`config.mk`:
```
export PLATFORM = sky130hd
export DESIGN_NAME = ata_task_file_sector_setup_flat
export DESIGN_NICKNAME = d
export VERILOG_FILES = /design/src/sv/atfs_pkg.sv /design/src/sv/atfs_stream_if.sv /design/src/sv/ata_task_file_sector_setup.sv /design/src/sv/atfs_div_cell.sv /design/src/sv/atfs_div_chain.sv /design/src/sv/atfs_emitter.sv /design/src/flat_wrapper.sv
export SDC_FILE = /design/constraint.sdc
export NUM_CORES = 2
export LEC_CHECK = 0
export BUFFER_PORTS_ARGS = -buffer_cell sky130_fd_sc_hd__clkbuf_2
export CAP_MARGIN = 20
export CORE_UTILIZATION = 58
export CTS_CLUSTER_DIAMETER = 40
export DETAILED_ROUTE_END_ITERATION = 12
export PLACE_DENSITY = 0.74
export SLEW_MARGIN = 10
export SYNTH_ARGS = -nofsm -noshare
export SYNTH_HDL_FRONTEND = slang
export SYNTH_HIERARCHICAL = 1
export SYNTH_SLANG_ARGS = --single-unit
```
`constraint.sdc`:
```
create_clock -name clk -period 72.5 [get_ports clk]
set_input_delay 0 -clock clk [delete_from_list [all_inputs] [get_ports clk]]
set_output_delay 0 -clock clk [all_outputs]
set_load 0.1 [all_outputs]
```
`src/sv/atfs_pkg.sv`:
```
// shared types and constants for the ata task-file sector setup block
`default_nettype none

package atfs_pkg;

    // default of the sector address width
    localparam int SECTOR_BITS_DEF = 32;

    // fixed field widths
    localparam int SECTOR_W = 32;
    localparam int CNT_W    = 8;
    localparam int OFF_W    = 3;
    localparam int VAL_W    = 8;
    localparam int SPT_W    = 8;
    localparam int HEADS_W  = 5;
    localparam int HEAD_W   = 4;
    localparam int LBA_W    = 28;
    localparam int CFG_IDX_W = 2;
    localparam int CFG_DATA_W = 8;
    // heads times sectors per track fits in 13 bits
    localparam int GEO_W    = HEADS_W + SPT_W;

    // configuration register indexes
    localparam logic [CFG_IDX_W-1:0] CFG_USE_LBA      = 2'd0;
    localparam logic [CFG_IDX_W-1:0] CFG_DRIVE_SELECT = 2'd1;
    localparam logic [CFG_IDX_W-1:0] CFG_HEADS        = 2'd2;
    localparam logic [CFG_IDX_W-1:0] CFG_SPT          = 2'd3;

    // task-file register offsets
    localparam logic [OFF_W-1:0] OFF_NONE    = 3'd0;
    localparam logic [OFF_W-1:0] OFF_COUNT   = 3'd2;
    localparam logic [OFF_W-1:0] OFF_ADDR0   = 3'd3;
    localparam logic [OFF_W-1:0] OFF_ADDR1   = 3'd4;
    localparam logic [OFF_W-1:0] OFF_ADDR2   = 3'd5;
    localparam logic [OFF_W-1:0] OFF_DRVHEAD = 3'd6;

    // write sequence steps
    localparam int STEP_W = 3;
    localparam logic [STEP_W-1:0] STEP_DRVHEAD = 3'd0;
    localparam logic [STEP_W-1:0] STEP_COUNT   = 3'd1;
    localparam logic [STEP_W-1:0] STEP_ADDR0   = 3'd2;
    localparam logic [STEP_W-1:0] STEP_ADDR1   = 3'd3;
    localparam logic [STEP_W-1:0] STEP_ADDR2   = 3'd4;

    typedef struct packed {
        logic [SECTOR_W-1:0] first_sector;
        logic [CNT_W-1:0]    sector_total;
    } setup_item_t;

    typedef struct packed {
        logic [OFF_W-1:0] reg_offset;
        logic [VAL_W-1:0] reg_value;
        logic             geometry_error;
        logic             last_write;
    } wr_item_t;

    // configuration view handed to the write sequencer
    typedef struct packed {
        logic use_lba;
        logic drive_select;
        logic geo_zero;
    } cfg_view_t;

    // result of the divider chains for one item
    typedef struct packed {
        logic [CNT_W-1:0]  count;
        logic [LBA_W-1:0]  quot;
        logic [HEAD_W-1:0] head;
        logic [SPT_W-1:0]  sect_rem;
    } pipe_item_t;

endpackage

`default_nettype wire

```
`src/sv/atfs_stream_if.sv`:
```
// valid/ready stream interface carrying one item payload
`default_nettype none

interface atfs_stream_if #(
    parameter type payload_t = logic
);
    logic     valid;
    logic     ready;
    payload_t data;

    modport source (output valid, output data, input ready);
    modport sink   (input valid, input data, output ready);
endinterface

`default_nettype wire

```
`src/sv/ata_task_file_sector_setup.sv`:
```
// top level of the ata task-file sector setup block
// path: an accepted item passes through SECTOR_BITS cells of the cylinder divider,
// then 13 cells of the head divider, then the sequencer, before its first write
// throughput: five writes per item, one item per cycle for a zero-geometry item,
// while the receiver is ready; set by the single write port of the output channel
// reset: rst_n clears all valid bits and the sequencer at once; config returns to
// lba mode, drive 0, 16 heads, 63 sectors per track
`default_nettype none

module ata_task_file_sector_setup #(
    parameter int SECTOR_BITS = atfs_pkg::SECTOR_BITS_DEF
) (
    input  wire logic                              clk,
    input  wire logic                              rst_n,
    input  wire logic                              cfg_we,
    input  wire logic [atfs_pkg::CFG_IDX_W-1:0]    cfg_index,
    input  wire logic [atfs_pkg::CFG_DATA_W-1:0]   cfg_wdata,
    atfs_stream_if.sink                            setup,
    atfs_stream_if.source                          task_wr
);
    import atfs_pkg::*;

    localparam int SIDE2_W = CNT_W + LBA_W;

    // configuration registers
    logic               use_lba_reg;
    logic               drive_select_reg;
    logic [HEADS_W-1:0] heads_reg;
    logic [SPT_W-1:0]   spt_reg;

    // divisors: heads times sectors per track for the cylinder, then sectors
    // per track for the head; in lba mode both are one so the sector passes
    // through the first chain unchanged as its quotient
    logic [GEO_W-1:0]   geo_prod;
    logic [GEO_W-1:0]   div1;
    logic [SPT_W-1:0]   div2;

    logic                   adv;
    logic                   take;

    // cylinder chain
    logic                   c1_valid;
    logic [GEO_W-1:0]       c1_rem;
    logic [SECTOR_BITS-1:0] c1_quot;
    logic [CNT_W-1:0]       c1_side;

    // head / sector chain
    logic                   c2_valid;
    logic [SPT_W-1:0]       c2_rem;
    logic [GEO_W-1:0]       c2_quot;
    logic [SIDE2_W-1:0]     c2_side;

    pipe_item_t             pipe_item;
    cfg_view_t              cfg_view;

    always_ff @(posedge clk or negedge rst_n)
    begin
        if (!rst_n)
        begin
            use_lba_reg      <= 1'b1;
            drive_select_reg <= 1'b0;
            heads_reg        <= HEADS_W'(16);
            spt_reg          <= SPT_W'(63);
        end
        else if (cfg_we)
        begin
            case (cfg_index)
                CFG_USE_LBA:      use_lba_reg      <= cfg_wdata[0];
                CFG_DRIVE_SELECT: drive_select_reg <= cfg_wdata[0];
                CFG_HEADS:        heads_reg        <= cfg_wdata[HEADS_W-1:0];
                CFG_SPT:          spt_reg          <= cfg_wdata[SPT_W-1:0];
                default:          ;
            endcase
        end
    end

    // small 5x8 product from quasi-static registers
    assign geo_prod = GEO_W'(heads_reg) * GEO_W'(spt_reg);
    assign div1     = use_lba_reg ? GEO_W'(1) : geo_prod;
    assign div2     = use_lba_reg ? SPT_W'(1) : spt_reg;

    // whole row moves together; it stalls only while the last cell holds an
    // item the sequencer cannot take yet
    assign adv          = !c2_valid || take;
    assign setup.ready  = adv;

    atfs_div_chain #(
        .NW (SECTOR_BITS),
        .DW (GEO_W),
        .SW (CNT_W)
    ) u_cyl_chain (
        .clk       (clk),
        .rst_n     (rst_n),
        .adv       (adv),
        .divisor   (div1),
        .in_valid  (setup.valid),
        .in_num    (setup.data.first_sector[SECTOR_BITS-1:0]),
        .in_side   (setup.data.sector_total),
        .out_valid (c1_valid),
        .out_rem   (c1_rem),
        .out_quot  (c1_quot),
        .out_side  (c1_side)
    );

    // second chain divides the remainder; count and quotient ride along
    atfs_div_chain #(
        .NW (GEO_W),
        .DW (SPT_W),
        .SW (SIDE2_W)
    ) u_head_chain (
        .clk       (clk),
        .rst_n     (rst_n),
        .adv       (adv),
        .divisor   (div2),
        .in_valid  (c1_valid),
        .in_num    (c1_rem),
        .in_side   ({c1_side, c1_quot[LBA_W-1:0]}),
        .out_valid (c2_valid),
        .out_rem   (c2_rem),
        .out_quot  (c2_quot),
        .out_side  (c2_side)
    );

    always_comb
    begin
        pipe_item.count    = c2_side[SIDE2_W-1 -: CNT_W];
        pipe_item.quot     = c2_side[LBA_W-1:0];
        // head is cut to its low four bits
        pipe_item.head     = c2_quot[HEAD_W-1:0];
        pipe_item.sect_rem = c2_rem;

        cfg_view.use_lba      = use_lba_reg;
        cfg_view.drive_select = drive_select_reg;
        cfg_view.geo_zero     = (heads_reg == '0) || (spt_reg == '0);
    end

    atfs_emitter u_emitter (
        .clk        (clk),
        .rst_n      (rst_n),
        .cfg        (cfg_view),
        .pipe_valid (c2_valid),
        .pipe_item  (pipe_item),
        .take       (take),
        .task_wr    (task_wr)
    );
endmodule

`default_nettype wire

```
`src/sv/atfs_div_cell.sv`:
```
// one restoring-division cell: one quotient bit per stage
`default_nettype none

module atfs_div_cell #(
    parameter int NW = 32,
    parameter int DW = 13,
    parameter int SW = 8
) (
    input  wire logic          clk,
    input  wire logic          rst_n,
    input  wire logic          adv,
    input  wire logic [DW-1:0] divisor,
    input  wire logic          in_valid,
    input  wire logic [DW-1:0] in_rem,
    input  wire logic [NW-1:0] in_num,
    input  wire logic [SW-1:0] in_side,
    output logic               out_valid,
    output logic [DW-1:0]      out_rem,
    output logic [NW-1:0]      out_num,
    output logic [SW-1:0]      out_side
);
    logic          valid_reg;
    logic [DW-1:0] rem_reg;
    logic [NW-1:0] num_reg;
    logic [SW-1:0] side_reg;

    logic [DW:0]   trial;
    logic [DW:0]   diff;
    logic          ge;
    logic [DW-1:0] rem_next;
    logic [NW-1:0] num_next;

    // shift in next dividend bit, subtract when it fits
    always_comb
    begin
        trial    = {in_rem, in_num[NW-1]};
        diff     = trial - {1'b0, divisor};
        ge       = (trial >= {1'b0, divisor});
        rem_next = ge ? diff[DW-1:0] : trial[DW-1:0];
        // dividend shifts out the top, quotient bit enters the bottom
        num_next = {in_num[NW-2:0], ge};
    end

    always_ff @(posedge clk or negedge rst_n)
    begin
        if (!rst_n)
        begin
            valid_reg <= 1'b0;
        end
        else if (adv)
        begin
            valid_reg <= in_valid;
        end
    end

    always_ff @(posedge clk)
    begin
        if (adv)
        begin
            rem_reg  <= rem_next;
            num_reg  <= num_next;
            side_reg <= in_side;
        end
    end

    assign out_valid = valid_reg;
    assign out_rem   = rem_reg;
    assign out_num   = num_reg;
    assign out_side  = side_reg;
endmodule

`default_nettype wire

```
`src/sv/atfs_div_chain.sv`:
```
// row of division cells, one per dividend bit
`default_nettype none

module atfs_div_chain #(
    parameter int NW = 32,
    parameter int DW = 13,
    parameter int SW = 8
) (
    input  wire logic          clk,
    input  wire logic          rst_n,
    input  wire logic          adv,
    input  wire logic [DW-1:0] divisor,
    input  wire logic          in_valid,
    input  wire logic [NW-1:0] in_num,
    input  wire logic [SW-1:0] in_side,
    output logic               out_valid,
    output logic [DW-1:0]      out_rem,
    output logic [NW-1:0]      out_quot,
    output logic [SW-1:0]      out_side
);
    logic [NW:0]   v;
    logic [DW-1:0] r [NW+1];
    logic [NW-1:0] n [NW+1];
    logic [SW-1:0] s [NW+1];

    assign v[0] = in_valid;
    assign r[0] = '0;
    assign n[0] = in_num;
    assign s[0] = in_side;

    for (genvar i = 0; i < NW; i++)
    begin : g_cell
        atfs_div_cell #(
            .NW (NW),
            .DW (DW),
            .SW (SW)
        ) u_cell (
            .clk       (clk),
            .rst_n     (rst_n),
            .adv       (adv),
            .divisor   (divisor),
            .in_valid  (v[i]),
            .in_rem    (r[i]),
            .in_num    (n[i]),
            .in_side   (s[i]),
            .out_valid (v[i+1]),
            .out_rem   (r[i+1]),
            .out_num   (n[i+1]),
            .out_side  (s[i+1])
        );
    end

    assign out_valid = v[NW];
    assign out_rem   = r[NW];
    assign out_quot  = n[NW];
    assign out_side  = s[NW];
endmodule

`default_nettype wire

```
`src/sv/atfs_emitter.sv`:
```
// write sequencer: turns one divided item into the task-file writes
`default_nettype none

module atfs_emitter (
    input  wire logic                   clk,
    input  wire logic                   rst_n,
    input  wire atfs_pkg::cfg_view_t    cfg,
    input  wire logic                   pipe_valid,
    input  wire atfs_pkg::pipe_item_t   pipe_item,
    output logic                        take,
    atfs_stream_if.source               task_wr
);
    import atfs_pkg::*;

    logic              busy_reg;
    logic [STEP_W-1:0] step_reg;
    logic              err_reg;
    logic [VAL_W-1:0]  dh_reg;
    logic [VAL_W-1:0]  cnt_reg;
    logic [VAL_W-1:0]  a0_reg;
    logic [VAL_W-1:0]  a1_reg;
    logic [VAL_W-1:0]  a2_reg;

    logic              last_now;
    logic              fire;
    logic              load;
    logic [HEAD_W-1:0] dh_low;
    wr_item_t          wr;

    always_comb
    begin
        last_now = err_reg || (step_reg == STEP_ADDR2);
        fire     = busy_reg && task_wr.ready;
        // next item loads as soon as the last write of this one goes out
        load     = pipe_valid && (!busy_reg || (fire && last_now));
        take     = load;
        dh_low   = cfg.use_lba ? pipe_item.quot[LBA_W-1 -: HEAD_W] : pipe_item.head;
    end

    always_ff @(posedge clk or negedge rst_n)
    begin
        if (!rst_n)
        begin
            busy_reg <= 1'b0;
            step_reg <= STEP_DRVHEAD;
        end
        else
        begin
            if (load)
            begin
                busy_reg <= 1'b1;
                step_reg <= STEP_DRVHEAD;
            end
            else if (fire)
            begin
                if (last_now)
                begin
                    busy_reg <= 1'b0;
                    step_reg <= STEP_DRVHEAD;
                end
                else
                begin
                    step_reg <= step_reg + STEP_W'(1);
                end
            end
        end
    end

    always_ff @(posedge clk)
    begin
        if (load)
        begin
            err_reg <= cfg.geo_zero && !cfg.use_lba;
            dh_reg  <= {1'b1, cfg.use_lba, 1'b1, cfg.drive_select, dh_low};
            cnt_reg <= pipe_item.count;
            if (cfg.use_lba)
            begin
                a0_reg <= pipe_item.quot[7:0];
                a1_reg <= pipe_item.quot[15:8];
                a2_reg <= pipe_item.quot[23:16];
            end
            else
            begin
                // 1-based sector, then cylinder low and high bytes
                a0_reg <= pipe_item.sect_rem + VAL_W'(1);
                a1_reg <= pipe_item.quot[7:0];
                a2_reg <= pipe_item.quot[15:8];
            end
        end
    end

    always_comb
    begin
        wr.geometry_error = 1'b0;
        wr.last_write     = 1'b0;
        case (step_reg)
            STEP_DRVHEAD:
            begin
                wr.reg_offset = OFF_DRVHEAD;
                wr.reg_value  = dh_reg;
            end
            STEP_COUNT:
            begin
                wr.reg_offset = OFF_COUNT;
                wr.reg_value  = cnt_reg;
            end
            STEP_ADDR0:
            begin
                wr.reg_offset = OFF_ADDR0;
                wr.reg_value  = a0_reg;
            end
            STEP_ADDR1:
            begin
                wr.reg_offset = OFF_ADDR1;
                wr.reg_value  = a1_reg;
            end
            STEP_ADDR2:
            begin
                wr.reg_offset = OFF_ADDR2;
                wr.reg_value  = a2_reg;
                wr.last_write = 1'b1;
            end
            default:
            begin
                wr.reg_offset = OFF_NONE;
                wr.reg_value  = '0;
            end
        endcase
        // zero geometry: one flagged write only
        if (err_reg)
        begin
            wr.reg_offset     = OFF_NONE;
            wr.reg_value      = '0;
            wr.geometry_error = 1'b1;
            wr.last_write     = 1'b1;
        end
    end

    assign task_wr.valid = busy_reg;
    assign task_wr.data  = wr;
endmodule

`default_nettype wire

```
`src/flat_wrapper.sv`:
```
// flat-port wrapper written by rule: the top's interface ports become plain ports
module ata_task_file_sector_setup_flat import atfs_pkg::*;
#(
    parameter int SECTOR_BITS = atfs_pkg::SECTOR_BITS_DEF
)
  (clk, rst_n, cfg_we, cfg_index, cfg_wdata, setup_valid, setup_data, setup_ready, task_wr_valid, task_wr_data, task_wr_ready);
  atfs_stream_if #(.payload_t(setup_item_t)) setup_i ();
  atfs_stream_if #(.payload_t(wr_item_t)) task_wr_i ();
  input  wire logic clk;
  input  wire logic rst_n;
  input  wire logic cfg_we;
  input  wire logic [atfs_pkg::CFG_IDX_W-1:0] cfg_index;
  input  wire logic [atfs_pkg::CFG_DATA_W-1:0] cfg_wdata;
  input wire logic [$bits(setup_i.valid)-1:0] setup_valid;
  input wire logic [$bits(setup_i.data)-1:0] setup_data;
  output wire logic [$bits(setup_i.ready)-1:0] setup_ready;
  output wire logic [$bits(task_wr_i.valid)-1:0] task_wr_valid;
  output wire logic [$bits(task_wr_i.data)-1:0] task_wr_data;
  input wire logic [$bits(task_wr_i.ready)-1:0] task_wr_ready;
  assign setup_i.valid = setup_valid;
  assign setup_i.data = setup_data;
  assign setup_ready = setup_i.ready;
  assign task_wr_valid = task_wr_i.valid;
  assign task_wr_data = task_wr_i.data;
  assign task_wr_i.ready = task_wr_ready;
  ata_task_file_sector_setup #(.SECTOR_BITS(SECTOR_BITS)) u_core (.clk(clk), .rst_n(rst_n), .cfg_we(cfg_we), .cfg_index(cfg_index), .cfg_wdata(cfg_wdata), .setup(setup_i), .task_wr(task_wr_i));
endmodule
```
==> flow_summary.json <==
{
  "cpPeakStageDelay_ps": 850,
  "drive_above_1_share": 0.1765,
  "regToRegSetupSlack_ps": 65020,
  "wl_per_cell_um": 18.24,
  "firstDrtPassIters": 6,
  "reg2reg_from": "u_core/u_emitter/step_reg[0]",
  "cpMostUsedCell": "buf_4",
  "crit_path_start_kind": "register",
  "critPathMaxFanout": 196,
  "nets": 8236,
  "initial_core_util": 0.5839,
  "antenna_cells": 0,
  "rows": 157,
  "port-buffer-count": 69,
  "tightest_slew_ps": 1154,
  "ant_nets": 0,
  "period_minus_slack_ps": 7877,
  "hold_viol": 0,
  "pin_count": 70,
  "cap_violations": 0,
  "fin_skew_ps": 50.98,
  "mappedNetlistArea_mm2": 0.1069,
  "cts_tree": "yes",
  "grt_max_degree": 197,
  "slew_headroom": 0.2308,
  "path_clk_slew_ps": 50,
  "cp-end-kind": "primary output",
  "rsz0062_at_grt": "no",
  "synth_cells": 7051,
  "grt_antenna_before_repair": 0,
  "cp_slowest_cell": "buf_4",
  "via_per_inst": 5.578,
  "stdcell_area_mm2": 0.1219,
  "dieWidth_um": 431.3,
  "grt_usage": 0.2011,
  "critPathKind": "reg2out",
  "timing.rr.end": "u_core/u_cyl_chain/g_cell[11].u_cell/out_num[25]",
  "startpoint": "u_core/u_emitter/step_reg[0]",
  "arrival_ps": 7880,
  "grt_pass1_wl_mm": 299.5,
  "htreeDepth": 5,
  "overflow": 0,
  "numCtsBuffers": 321,
  "root_buffer": "clkbuf_16",
  "clkLatencyLatePin_ps": 910,
  "grt_pass1_vias": 58080,
  "hold_class": "in2reg",
  "route.vias.total": 57330,
  "yosysWarnings": 6,
  "cp.required_ps": 72500,
  "hpwl_mm": 112.8,
  "wirelength_mm": 187.5,
  "flow.area_growth_from_synthesis_pct": 14.02,
  "setup_viol": 0,
  "core_area_mm2": 0.1831,
  "route.detailed.drc": 0,
  "critPathCapture": "setup_ready",
  "die_h_um": 431.3,
  "drt-initial-drc-count": 3556,
  "cts_sinks": 2337,
  "crit_path_cell_trace": "inv_1, ha_1, a21oi_1, o21ai_0, and2_1, buf_4, nand2b_4, buf_12, buf_4, buf_4, buf_4, clkbuf_2",
  "cts_resized": 0,
  "cts_setup_buffers": 0,
  "gp_congestion": 0.8506,
  "finalCritPeriodShare": 0.1086,
  "avgSynthCellArea_um2": 15.16,
  "largest_reg_flops": 902,
  "fmaxAchievable_ghz": 0.1270,
  "cts_max_path_buffers": 4,
  "hold_buffers": 113,
  "outcome": "complete, no violations",
  "r2r_cells": 12,
  "drv_slew": 0,
  "die_area_mm2": 0.1860,
  "placed_area_mm2": 0.1101,
  "setup_tns_ps": 0
}
## critical path, delay by kind of cell, from the launching register on
family                     cells  cell delay, ps
adders and majority gates      1             480
buffers and inverters          7            4110
and+or+nand+nor                2             980
DFF                            1             430
AOI/OAI and AO/OA              2             460
## how the worst min path moves through the flow
| stage | start | to | depth (start not counted) | slack [ps] |
|---|---|---|---|---|
| 6_report | cfg_we | u_core/drive_select_reg | 4 | 60 |
| 2_1_floorplan | rst_n | u_core/drive_select_reg | 0 | -300 |
| 5_1_grt | cfg_we | u_core/drive_select_reg | 4 | 40 |
| 3_3_place_gp | setup_data[5] | u_core/u_cyl_chain/g_cell[0].u_cell/out_side[5] | 1 | 180 |
| 4_1_cts | cfg_we | u_core/drive_select_reg | 4 | 0.1 |
| 3_5_place_dp | setup_data[29] | u_core/u_cyl_chain/g_cell[0].u_cell/out_num[22] | 1 | 180 |
## routing by layer
layer  up-vias  track usage  routed length [µm]
met5         -            0                   0
met1     28030       0.2574               80670
met3       445      0.03120                7520
li1      27600            -                   -
met2      1254       0.3430               92650
met4         0      0.08168                6690
## area by class of cell
cell class,count,area [µm²]
inverters,673,2526
multi-input cells,4007,33840
well taps,2464,3083
fillers,12420,61190
repair buffers,230,1894
clock inverters,209,2282
clock buffers,359,8398
flip-flops and latches,2337,69870
## metrics by stage
step | utilization | setup WS [ps] | hold WS, ps | instances
after floorplan | - | 8803 | -295.6 | 7090
after global placement | 0.6011 | 65100 | 176.9 | 9597
after detailed placement | 0.6011 | 64960 | 178.6 | 9597
after CTS | 0.6656 | 64600 | 0.1307 | 10280
after global routing | 0.6658 | 64060 | 40.16 | 10280
final | 0.6658 | 64620 | 62.75 | 10280
## cells in the final DEF, fill, tap and decap left out, drive strengths merged, types with 46 or more instances in the layout
master / instances
buf: 48
a21o: 107
xor2: 175
ha: 548
edfxtp: 2273
nand2: 197
nor3: 108
dlygate4sd3: 113
inv: 725
xnor2: 160
nor2b: 95
nand2b: 106
nand3: 98
clkinv: 93
nor4: 47
a31oi: 48
nor3b: 46
a21oi: 354
mux2i: 91
clkbuf: 428
or2: 66
dfrtp: 56
o21a: 53
a211oi: 114
mux2: 506
o21ai: 265
nor2: 304
fa: 63
Power is left out: the tool's default activity adds up to more than one toggle a clock period on the data nets, which glitch-free logic cannot reach.
